[src/sv/kcl_pkg.sv]
`timescale 1ns / 1ps
// Shared types and constants of the keypad code lock.
// No dependencies; used by every other file of the block.
package kcl_pkg;

    // Lock mode, one-hot
    typedef enum logic [5:0] {
        MODE_CLOSED  = 6'b000001,
        MODE_OPEN    = 6'b000010,
        MODE_DENIED  = 6'b000100,
        MODE_HOURS   = 6'b001000,
        MODE_MINUTES = 6'b010000,
        MODE_SECONDS = 6'b100000
    } kcl_mode_t;

    // Mode codes as shown on the result channel
    localparam logic [2:0] MCODE_CLOSED  = 3'd0;
    localparam logic [2:0] MCODE_OPEN    = 3'd1;
    localparam logic [2:0] MCODE_DENIED  = 3'd2;
    localparam logic [2:0] MCODE_HOURS   = 3'd3;
    localparam logic [2:0] MCODE_MINUTES = 3'd4;
    localparam logic [2:0] MCODE_SECONDS = 3'd5;

    // Time field codes
    localparam logic [1:0] FIELD_NONE    = 2'd0;
    localparam logic [1:0] FIELD_HOURS   = 2'd1;
    localparam logic [1:0] FIELD_MINUTES = 2'd2;
    localparam logic [1:0] FIELD_SECONDS = 2'd3;

    // Key codes
    localparam logic [6:0] KEY_DIGIT_MAX = 7'd9;
    localparam logic [6:0] KEY_A         = 7'd65;
    localparam logic [6:0] KEY_B         = 7'd66;
    localparam logic [6:0] KEY_C         = 7'd67;
    localparam logic [6:0] KEY_HASH      = 7'd35;

    // Configuration register indexes
    localparam logic [2:0] REG_CODE_0       = 3'd0;
    localparam logic [2:0] REG_CODE_1       = 3'd1;
    localparam logic [2:0] REG_CODE_2       = 3'd2;
    localparam logic [2:0] REG_CODE_3       = 3'd3;
    localparam logic [2:0] REG_OPEN_TICKS   = 3'd4;
    localparam logic [2:0] REG_DENIED_TICKS = 3'd5;
    localparam logic [2:0] REG_EDIT_TIMEOUT = 3'd6;

    localparam int         CFG_INDEX_W = 3;
    localparam int         CFG_DATA_W  = 8;

    // Reset values
    localparam logic [7:0] OPEN_TICKS_RST   = 8'd30;
    localparam logic [7:0] DENIED_TICKS_RST = 8'd20;
    localparam logic [7:0] EDIT_TIMEOUT_RST = 8'd250;
    localparam logic [7:0] TICK_RESTART     = 8'd255;
    localparam logic [7:0] TICK_CLOSED_WRAP = 8'd1;

    typedef struct packed {
        logic       key_pressed;
        logic [6:0] key_code;
    } kcl_key_t;

    typedef struct packed {
        logic [2:0] mode;
        logic       message_valid;
        logic [2:0] stars_shown;
        logic       edit_valid;
        logic [3:0] edit_digit;
        logic       edit_position;
        logic       save_valid;
        logic [1:0] time_field;
    } kcl_result_t;

    typedef struct packed {
        logic [3:0][3:0] code;
        logic [7:0]      open_ticks;
        logic [7:0]      denied_ticks;
        logic [7:0]      edit_timeout_ticks;
    } kcl_cfg_t;

    // Control state carried between ticks
    typedef struct packed {
        kcl_mode_t  mode;
        logic [7:0] tick;
        logic       edit_pos;
    } kcl_state_t;

endpackage

[src/sv/kcl_if.sv]
`timescale 1ns / 1ps
// Valid/ready channel interfaces for key ticks and lock results.
// Depends on kcl_pkg for the payload types.
interface kcl_key_if ();
    logic              valid;
    logic              ready;
    kcl_pkg::kcl_key_t data;

    modport source (output valid, output data, input ready);
    modport sink   (input valid, input data, output ready);
endinterface

interface kcl_result_if ();
    logic                 valid;
    logic                 ready;
    kcl_pkg::kcl_result_t data;

    modport source (output valid, output data, input ready);
    modport sink   (input valid, input data, output ready);
endinterface

[src/sv/kcl_step.sv]
`timescale 1ns / 1ps
// Next-state and result logic for one tick of the code lock.
// Depends on kcl_pkg.
module kcl_step #(
    parameter int CODE_LENGTH = 4,
    parameter int CNT_W       = $clog2(CODE_LENGTH + 1)
) (
    input  kcl_pkg::kcl_cfg_t    cfg,
    input  kcl_pkg::kcl_state_t  state,
    input  logic [CNT_W-1:0]     cnt,
    input  logic [3:0]           digits [CODE_LENGTH],
    input  kcl_pkg::kcl_key_t    key,
    output kcl_pkg::kcl_state_t  state_next,
    output logic [CNT_W-1:0]     cnt_next,
    output logic [CODE_LENGTH-1:0] wr_en,
    output kcl_pkg::kcl_result_t result
);

    logic [7:0] tick;
    logic       is_digit;
    logic       match;
    logic       left;
    logic [6:0] save_key;
    logic [7:0] limit;

    assign tick     = state.tick + 8'd1;
    assign is_digit = key.key_code <= kcl_pkg::KEY_DIGIT_MAX;

    // Entered code against configured digits; positions past four want zero
    always_comb
    begin
        match = 1'b1;
        for (int i = 0; i < CODE_LENGTH; i++)
        begin
            if (i < 4)
            begin
                if (digits[i] != cfg.code[2'(i)])
                    match = 1'b0;
            end
            else if (digits[i] != 4'd0)
            begin
                match = 1'b0;
            end
        end
    end

    always_comb
    begin
        state_next           = state;
        state_next.tick      = tick;
        cnt_next             = cnt;
        wr_en                = '0;
        left                 = 1'b0;
        save_key             = kcl_pkg::KEY_A;
        limit                = cfg.open_ticks;
        result               = '0;
        result.message_valid = (tick == 8'd0);

        unique case (state.mode) inside
            kcl_pkg::MODE_OPEN, kcl_pkg::MODE_DENIED:
            begin
                if (state.mode == kcl_pkg::MODE_OPEN)
                begin
                    result.mode = kcl_pkg::MCODE_OPEN;
                    limit       = cfg.open_ticks;
                end
                else
                begin
                    result.mode = kcl_pkg::MCODE_DENIED;
                    limit       = cfg.denied_ticks;
                end
                if (tick == 8'd0)
                    cnt_next = '0;
                if (tick == limit)
                begin
                    state_next.mode = kcl_pkg::MODE_CLOSED;
                    state_next.tick = kcl_pkg::TICK_RESTART;
                end
            end
            kcl_pkg::MODE_HOURS, kcl_pkg::MODE_MINUTES, kcl_pkg::MODE_SECONDS:
            begin
                if (state.mode == kcl_pkg::MODE_HOURS)
                begin
                    result.mode       = kcl_pkg::MCODE_HOURS;
                    result.time_field = kcl_pkg::FIELD_HOURS;
                    save_key          = kcl_pkg::KEY_A;
                end
                else if (state.mode == kcl_pkg::MODE_MINUTES)
                begin
                    result.mode       = kcl_pkg::MCODE_MINUTES;
                    result.time_field = kcl_pkg::FIELD_MINUTES;
                    save_key          = kcl_pkg::KEY_B;
                end
                else
                begin
                    result.mode       = kcl_pkg::MCODE_SECONDS;
                    result.time_field = kcl_pkg::FIELD_SECONDS;
                    save_key          = kcl_pkg::KEY_C;
                end
                if (tick == 8'd0)
                    cnt_next = '0;
                if (key.key_pressed)
                begin
                    if (is_digit)
                    begin
                        result.edit_valid    = 1'b1;
                        result.edit_digit    = key.key_code[3:0];
                        result.edit_position = state.edit_pos;
                        state_next.edit_pos  = ~state.edit_pos;
                    end
                    else if (key.key_code == save_key)
                    begin
                        result.save_valid = 1'b1;
                        left              = 1'b1;
                    end
                    else if (key.key_code == kcl_pkg::KEY_HASH)
                    begin
                        left = 1'b1;
                    end
                end
                if (left || tick == cfg.edit_timeout_ticks)
                begin
                    state_next.mode = kcl_pkg::MODE_CLOSED;
                    state_next.tick = kcl_pkg::TICK_RESTART;
                end
            end
            default:
            begin
                // closed; also recovers any illegal code
                result.mode     = kcl_pkg::MCODE_CLOSED;
                state_next.mode = kcl_pkg::MODE_CLOSED;
                if (tick == 8'd255)
                    state_next.tick = kcl_pkg::TICK_CLOSED_WRAP;
                if (cnt == CNT_W'(CODE_LENGTH))
                begin
                    // evaluation tick: any key is dropped
                    state_next.mode = match ? kcl_pkg::MODE_OPEN : kcl_pkg::MODE_DENIED;
                    state_next.tick = kcl_pkg::TICK_RESTART;
                end
                else if (key.key_pressed)
                begin
                    if (key.key_code == kcl_pkg::KEY_A)
                    begin
                        state_next.mode = kcl_pkg::MODE_HOURS;
                        state_next.tick = kcl_pkg::TICK_RESTART;
                    end
                    else if (key.key_code == kcl_pkg::KEY_B)
                    begin
                        state_next.mode = kcl_pkg::MODE_MINUTES;
                        state_next.tick = kcl_pkg::TICK_RESTART;
                    end
                    else if (key.key_code == kcl_pkg::KEY_C)
                    begin
                        state_next.mode = kcl_pkg::MODE_SECONDS;
                        state_next.tick = kcl_pkg::TICK_RESTART;
                    end
                    else if (is_digit)
                    begin
                        for (int i = 0; i < CODE_LENGTH; i++)
                        begin
                            if (cnt == CNT_W'(i))
                                wr_en[i] = 1'b1;
                        end
                        cnt_next = cnt + CNT_W'(1);
                    end
                end
            end
        endcase

        result.stars_shown = 3'(cnt_next);
    end

endmodule

[src/sv/keypad_code_lock_fsm_unit.sv]
`timescale 1ns / 1ps
// Keypad code lock, top level: channel pipeline, registers, digit store.
// Depends on kcl_pkg, kcl_if.sv and kcl_step.
//
// Usage
//   keys    : one transfer per tick; key_pressed marks a key, key_code is
//             0..9 for digits, ASCII for A-D, '#', '*'.
//   results : exactly one transfer per key transfer, in order, describing
//             the tick just handled (mode, message, stars, edit/save events).
//   cfg     : cfg_we writes cfg_data into register cfg_index (0..3 code
//             digits, 4 open ticks, 5 denied ticks, 6 edit timeout); other
//             indexes are dropped. Write only while no tick is in flight.
// Timing
//   Two register stages: the input register, then the result register,
//   which also holds the lock state update. A key transfer fills the input
//   register, its result then the result register. One tick per cycle is
//   sustained while results.ready is high; the single state update sets it.
// Reset
//   rst_n clears both stages, the lock to closed with the tick counter at
//   255, no digits entered, edit position 0, registers to their defaults.
// Stalls
//   While a result waits with results.ready low, the result register holds;
//   an empty input register still takes one more tick, then keys.ready drops.
module keypad_code_lock_fsm_unit #(
    parameter int CODE_LENGTH = 4
) (
    input  logic                            clk,
    input  logic                            rst_n,
    kcl_key_if.sink                         keys,
    kcl_result_if.source                    results,
    input  logic                            cfg_we,
    input  logic [kcl_pkg::CFG_INDEX_W-1:0] cfg_index,
    input  logic [kcl_pkg::CFG_DATA_W-1:0]  cfg_data
);

    localparam int CNT_W = $clog2(CODE_LENGTH + 1);

    kcl_pkg::kcl_cfg_t    cfg_reg;
    kcl_pkg::kcl_state_t  state_reg;
    kcl_pkg::kcl_state_t  state_next;
    logic [CNT_W-1:0]     cnt_reg;
    logic [CNT_W-1:0]     cnt_next;
    logic [3:0]           digits_reg [CODE_LENGTH];
    logic [CODE_LENGTH-1:0] wr_en;

    logic                 in_valid_reg;
    kcl_pkg::kcl_key_t    in_data_reg;
    logic                 out_valid_reg;
    kcl_pkg::kcl_result_t out_data_reg;
    kcl_pkg::kcl_result_t result;
    logic                 step_go;

    // Stage 1 advances when the result register is free or being drained
    assign step_go    = in_valid_reg && (!out_valid_reg || results.ready);
    assign keys.ready = !in_valid_reg || step_go;

    assign results.valid = out_valid_reg;
    assign results.data  = out_data_reg;

    // Configuration registers
    always_ff @(posedge clk or negedge rst_n)
    begin
        if (!rst_n)
        begin
            cfg_reg.code               <= '0;
            cfg_reg.open_ticks         <= kcl_pkg::OPEN_TICKS_RST;
            cfg_reg.denied_ticks       <= kcl_pkg::DENIED_TICKS_RST;
            cfg_reg.edit_timeout_ticks <= kcl_pkg::EDIT_TIMEOUT_RST;
        end
        else if (cfg_we)
        begin
            unique case (cfg_index)
                kcl_pkg::REG_CODE_0:       cfg_reg.code[0] <= cfg_data[3:0];
                kcl_pkg::REG_CODE_1:       cfg_reg.code[1] <= cfg_data[3:0];
                kcl_pkg::REG_CODE_2:       cfg_reg.code[2] <= cfg_data[3:0];
                kcl_pkg::REG_CODE_3:       cfg_reg.code[3] <= cfg_data[3:0];
                kcl_pkg::REG_OPEN_TICKS:   cfg_reg.open_ticks <= cfg_data;
                kcl_pkg::REG_DENIED_TICKS: cfg_reg.denied_ticks <= cfg_data;
                kcl_pkg::REG_EDIT_TIMEOUT: cfg_reg.edit_timeout_ticks <= cfg_data;
                default:                   ;
            endcase
        end
    end

    // Input register
    always_ff @(posedge clk or negedge rst_n)
    begin
        if (!rst_n)
            in_valid_reg <= 1'b0;
        else if (keys.ready)
            in_valid_reg <= keys.valid;
    end

    always_ff @(posedge clk)
    begin
        if (keys.valid && keys.ready)
            in_data_reg <= keys.data;
    end

    kcl_step #(
        .CODE_LENGTH (CODE_LENGTH),
        .CNT_W       (CNT_W)
    ) u_step (
        .cfg        (cfg_reg),
        .state      (state_reg),
        .cnt        (cnt_reg),
        .digits     (digits_reg),
        .key        (in_data_reg),
        .state_next (state_next),
        .cnt_next   (cnt_next),
        .wr_en      (wr_en),
        .result     (result)
    );

    // Lock state, updated together with the result register
    always_ff @(posedge clk or negedge rst_n)
    begin
        if (!rst_n)
        begin
            state_reg.mode     <= kcl_pkg::MODE_CLOSED;
            state_reg.tick     <= kcl_pkg::TICK_RESTART;
            state_reg.edit_pos <= 1'b0;
            cnt_reg            <= '0;
        end
        else if (step_go)
        begin
            state_reg <= state_next;
            cnt_reg   <= cnt_next;
        end
    end

    // Entered digits: every entry is written before the code compare reads it
    always_ff @(posedge clk)
    begin
        for (int i = 0; i < CODE_LENGTH; i++)
        begin
            if (step_go && wr_en[i])
                digits_reg[i] <= in_data_reg.key_code[3:0];
        end
    end

    // Result register
    always_ff @(posedge clk or negedge rst_n)
    begin
        if (!rst_n)
            out_valid_reg <= 1'b0;
        else if (step_go)
            out_valid_reg <= 1'b1;
        else if (results.ready)
            out_valid_reg <= 1'b0;
    end

    always_ff @(posedge clk)
    begin
        if (step_go)
            out_data_reg <= result;
    end

endmodule

[src/flat_wrapper.sv]
// flat-port wrapper written by rule: the top's interface ports become plain ports
module keypad_code_lock_fsm_unit_flat 
#(
    parameter int CODE_LENGTH = 4
)
  (clk, rst_n, cfg_we, cfg_index, cfg_data, keys_valid, keys_data, keys_ready, results_valid, results_data, results_ready);
  kcl_key_if keys_i ();
  kcl_result_if results_i ();
  input  logic clk;
  input  logic rst_n;
  input  logic cfg_we;
  input  logic [kcl_pkg::CFG_INDEX_W-1:0] cfg_index;
  input  logic [kcl_pkg::CFG_DATA_W-1:0] cfg_data;
  input wire logic [$bits(keys_i.valid)-1:0] keys_valid;
  input wire logic [$bits(keys_i.data)-1:0] keys_data;
  output wire logic [$bits(keys_i.ready)-1:0] keys_ready;
  output wire logic [$bits(results_i.valid)-1:0] results_valid;
  output wire logic [$bits(results_i.data)-1:0] results_data;
  input wire logic [$bits(results_i.ready)-1:0] results_ready;
  assign keys_i.valid = keys_valid;
  assign keys_i.data = keys_data;
  assign keys_ready = keys_i.ready;
  assign results_valid = results_i.valid;
  assign results_data = results_i.data;
  assign results_i.ready = results_ready;
  keypad_code_lock_fsm_unit #(.CODE_LENGTH(CODE_LENGTH)) u_core (.clk(clk), .rst_n(rst_n), .keys(keys_i), .results(results_i), .cfg_we(cfg_we), .cfg_index(cfg_index), .cfg_data(cfg_data));
endmodule
[config.mk]
export PLATFORM = sky130hd
export DESIGN_NAME = keypad_code_lock_fsm_unit_flat
export DESIGN_NICKNAME = d
export VERILOG_FILES = /design/src/sv/kcl_pkg.sv /design/src/sv/kcl_if.sv /design/src/sv/kcl_step.sv /design/src/sv/keypad_code_lock_fsm_unit.sv /design/src/flat_wrapper.sv
export SDC_FILE = /design/constraint.sdc
export NUM_CORES = 1
export LEC_CHECK = 0
export BUFFER_PORTS_ARGS = -buffer_cell sky130_fd_sc_hd__buf_2
export CAP_MARGIN = 25
export CORE_MARGIN = 10
export CORE_UTILIZATION = 30
export DETAILED_ROUTE_END_ITERATION = 10
export PLACE_DENSITY_LB_ADDON = 0.25
export SYNTH_ARGS = -nofsm -noshare
export SYNTH_HDL_FRONTEND = slang
export SYNTH_HIERARCHICAL = 1
export SYNTH_SLANG_ARGS = --single-unit
[constraint.sdc]
create_clock -name clk -period 2.9 [get_ports clk]
set_input_delay 0.435 -clock clk [delete_from_list [all_inputs] [get_ports clk]]
set_output_delay 0.435 -clock clk [all_outputs]
set_load 0.05 [all_outputs]
==> results of run 1 <==
==> per-stage QoR <==
| step | std cells | cell area [um^2] | power (uW) |
|---|---|---|---|
| final | 609 | 5270 | 4140 |
| after detailed placement | 592 | 4920 | 2960 |
| after floorplan | 377 | 4540 | 2680 |
| after CTS | 608 | 5220 | 4120 |
| after global placement | 592 | 4920 | 2940 |
| after global routing | 609 | 5270 | 4400 |
==> metal layers <==
metal,global-route usage,share of wire
met1,0.120,0.45
met2,0.169,0.49
met3,0.0272,0.040
met4,0.0505,0.020
met5,0,0
==> area by class of cell <==
cell class,instances,area (um^2)
Clock buffer,9,225
Clock inverter,7,67.6
Fill cell,1438,9430
Inverter,11,41.3
Multi-Input combinational cell,263,2120
Sequential cell,84,2290
Tap cell,184,230
Timing Repair Buffer,51,293
==> worst max-delay path, cell delays in order (launching register included) <==
cell,delay [ns]
dfstp_2,0.60
inv_1,0.10
ha_4,0.29
xor2_1,0.13
o21ai_0,0.10
a2111oi_1,0.34
nand4b_1,0.18
o22ai_2,0.20
nor2_1,0.06
buf_4,0.19
a32o_1,0.20
mux2_2,0.26
==> path summary, 6_finish.rpt <==
| kind | from | end | cells past startpoint |
|---|---|---|---|
| max in group asynchronous | rst_n | u_core/cfg_reg[29] | 2 |
| min reg2reg | u_core/cfg_reg[21] | u_core/cfg_reg[21] | 1 |
| max | u_core/state_reg[1] | u_core/state_reg[12] | 11 |
| min in group clk | keys_data[7] | u_core/in_data_reg[7] | 1 |
| min | rst_n | u_core/results.valid | 2 |
| max reg2reg | u_core/state_reg[1] | u_core/state_reg[12] | 11 |
==> report_power, final <==
group / switching [uW] / leakage (uW) / internal (uW)
Clock: 470 / 0.000140 / 662
Combinational: 630 / 0.00102 / 615
Sequential: 246 / 0.000914 / 1520
==> repair_timing <==
| action | 4_1_cts | 5_1_grt |
|---|---|---|
| endpoints found under the setup margin | 0 | 13 |
| resized for setup | 0 | 9 |
| setup buffers | 0 | 1 |
==> results.txt, run 1 <==
layout cells sized above 1: 0.379
Diodes inserted: 0
residual DRC count: 0
worst vdd ir: 0.331 mV
slew margin rel.: 0.555
gpl congestion: 0.822
Synth Net Count: 408
hold slack: 0.194 ns
setup tns final: 0 ns
# setup viols final: 0
detailed router's first-iteration violation count: 178
Critical Path AT: 3.00 ns
hpwl dp: 7410 um
Cell Pwr Density: 786 nW/um^2
number of global-route vias before repair: 3,229
CTS root buf: clkbuf_16
vias: 3,061
Worst setup EP type: flip-flop
GRT Overall Usage: 0.102
Worst Setup Path Type: flip-flop to flip-flop
clock latency at the later pin of the worst-skew pair: 0.34 ns
most frequent cells in the layout: mux2_2 (52), buf_2 (41), edfxtp_1 (32)
gr ovfl total: 0
Routed WL: 9970 um
CTS Buffer Depth: 2
fin nets: 451
DR vias/cell: 5.03
status: finished clean
cts hold-fix bufs: 0
final number of hold-violating endpoints: 0
# clock sinks: 84
R2R Setup Slk: 0.13 ns
per-cell routed wire length: 16.4 um
fmax: 361 MHz
fin. max-slew vios: 0
core area: 14,700 um^2
Synthesis Warnings: 6
FP Rows: 44
DIE HEIGHT: 143 um
Top Ports: 42
area delta synth->final: 16.1%
Worst Tran Pin Value: 0.668 ns
commonest non-fill, non-tap cell in the layout: mux2_2
worst slack at placement: 0.0871 ns
leakage: 0.00208 uW
final worst clock skew: 0.00826 ns
pin count of the biggest net entering global routing: 53
min-delay worst type: input pin to async pin
WP data required: 3.13 ns
initial antenna violation count: 0
cells after synthesis: 377
first-pass GRT wire length: 16,400 um
fin util: 0.359
CTS Buf Count: 9
critical-path maximum fanout: 11
H-tree Lvls: 3
Die X: 143 um
maxcap violations: 0
IO Port Bufs: 41
drt first pass iters: 4
Setup crit start kind: flip-flop
CTS clk-pin slew, worst paths: 0.06 ns
number of flip-flops in the largest register: 32
fin crit share: 0.955
Final Critical Period: 2.77 ns
CTS tree: yes
initial core utilization: 0.309
Die ar.: 20,400 um^2
Syn Std Cell Area: 4540 um^2
post-route antenna net violation count: 0
final worst slack: 0.129 ns
Synth Area per Inst: 12.0 um^2
Power figures use the tool's default switching activity.
==> run 2, diff against run 1 <==
--- a/config.mk
+++ b/config.mk
@@ -10,7 +10,7 @@
 export CORE_MARGIN = 10
 export CORE_UTILIZATION = 30
 export DETAILED_ROUTE_END_ITERATION = 10
-export PLACE_DENSITY_LB_ADDON = 0.25
+export PLACE_DENSITY = 0.54
 export SYNTH_ARGS = -nofsm -noshare
 export SYNTH_HDL_FRONTEND = slang
 export SYNTH_HIERARCHICAL = 1
==> results.txt, run 2 (same netlist as run 1, synthesis figures left out) <==
number of flip-flops in the largest register: 32
IO Port Bufs: 41
fin nets: 454
CTS tree: yes
CP peak stage delay: 0.61 ns
per-cell routed wire length: 16.6 um
residual DRC count: 0
min-delay worst type: input pin to async pin
slew margin rel.: 0.555
number of global-route vias before repair: 3,180
vias: 3,129
detailed router's first-iteration violation count: 326
critical-path maximum fanout: 8
CTS root buf: clkbuf_16
Diodes inserted: 0
R2R depth: 10
FP Rows: 44
gpl congestion: 0.776
fin. max-slew vios: 0
WP data required: 3.13 ns
critical path's slowest cell: dfstp_2
Top Ports: 42
final number of hold-violating endpoints: 0
initial core utilization: 0.309
DIE HEIGHT: 143 um
Worst Setup Path Type: flip-flop to flip-flop
Final Critical Period: 2.75 ns
family with the most delay on the worst path: compound AO/OA/AOI/OAI gates
leakage: 0.00210 uW
status: finished clean
Cell Pwr Density: 779 nW/um^2
Worst setup EP type: flip-flop
fin crit share: 0.947
initial antenna violation count: 0
gr ovfl total: 0
Critical Path AT: 2.98 ns
pin count of the biggest net entering global routing: 30
drt first pass iters: 7
# clock sinks: 84
Die X: 143 um
CTS Buf Count: 9
clock latency at the later pin of the worst-skew pair: 0.35 ns
cts hold-fix bufs: 0
post-route antenna net violation count: 0
layout cells sized above 1: 0.390
core area: 14,700 um^2
H-tree Lvls: 3
Die ar.: 20,400 um^2
final worst slack: 0.154 ns
crit path cell chain: inv_1, ha_4, xor2_1, o21ai_0, a2111oi_1, nand4b_1, o22ai_2, nor2_4, a32o_1, mux2_2
CTS Buffer Depth: 2
worst vdd ir: 0.356 mV
maxcap violations: 0
commonest non-fill, non-tap cell in the layout: mux2_2
# setup viols final: 0
GRT Overall Usage: 0.101
Stages on worst setup path: 10
placed cells: 595
worst path bufs/invs: 1
area delta synth->final: 16.9%
hpwl dp: 7690 um
fin util: 0.361
DR vias/cell: 5.11
first-pass GRT wire length: 16,200 um
most frequent cells in the layout: mux2_2 (52), buf_2 (41), edfxtp_1 (32)
Routed WL: 10,200 um
Setup crit start kind: flip-flop
Worst Tran Pin Value: 0.668 ns
Non-Filler Instances: 612
CTS clk-pin slew, worst paths: 0.06 ns
fmax: 364 MHz
worst slack at placement: 0.0357 ns
final worst clock skew: 0.0100 ns
[run 2: metal layers]
| metal | share of wire | up-vias | GRT usage | routed length, um |
|---|---|---|---|---|
| li1 | - | 1493 | - | - |
| met1 | 0.43 | 1534 | 0.117 | 4400 |
| met2 | 0.51 | 82 | 0.173 | 5160 |
| met3 | 0.043 | 20 | 0.0312 | 437 |
| met4 | 0.018 | 0 | 0.0364 | 180 |
| met5 | 0 | - | 0 | 0 |
[run 2: layout make-up]
class                   count  area (um^2)
clock buffers               9          225
clock inverters             7         58.8
fillers                  1415         9390
inverters                  11         41.3
multi-input cells         263         2130
flip-flops and latches     84         2290
well taps                 184          230
repair buffers             54          328
[run 2: worst register-to-register path, stage by stage (launching register included)]
cell,delay [ns]
dfstp_2,0.61
inv_1,0.10
ha_4,0.29
xor2_1,0.15
o21ai_0,0.11
a2111oi_1,0.37
nand4b_1,0.21
o22ai_2,0.26
nor2_4,0.07
a32o_1,0.22
mux2_2,0.25
[run 2: timing repair]
action                     4_1_cts  5_1_grt
resized for setup                0       10
setup buffers                    0        1
setup endpoints to repair        0       11
[run 2: path summary, 6_finish.rpt]
kind | start | endpoint | slack, ns
worst max-delay path | u_core/state_reg[1] | u_core/state_reg[14] | 0.15
min in group clk | keys_data[4] | u_core/in_data_reg[4] | 0.26
worst max register to register | u_core/state_reg[1] | u_core/state_reg[14] | 0.15
worst min register to register | u_core/cfg_reg[16] | u_core/cfg_reg[16] | 0.51
worst min-delay path | rst_n | u_core/cfg_reg[14] | 0.12
max in group asynchronous | rst_n | u_core/state_reg[9] | 2.13
[run 2: metrics by stage]
step	setup TNS (ns)	hold WS (ns)	area [um^2]	total power [uW]
global placement	0	0.484	4960	2960
global route	-0.0332	0.154	5310	4380
finish	0	0.120	5310	4130
detailed placement	0	0.494	4960	3000
floorplan	0	0.139	4540	2680
CTS	0	0.136	5240	4120
[run 2: power breakdown]
| part | switching (uW) | internal (uW) | total, uW | leakage (uW) |
|---|---|---|---|---|
| sequential | 227 | 1520 | 1740 | 0.000914 |
| clock | 493 | 591 | 1080 | 0.000134 |
| combinational | 672 | 633 | 1300 | 0.00105 |
| total | 1390 | 2740 | 4130 | 0.00210 |
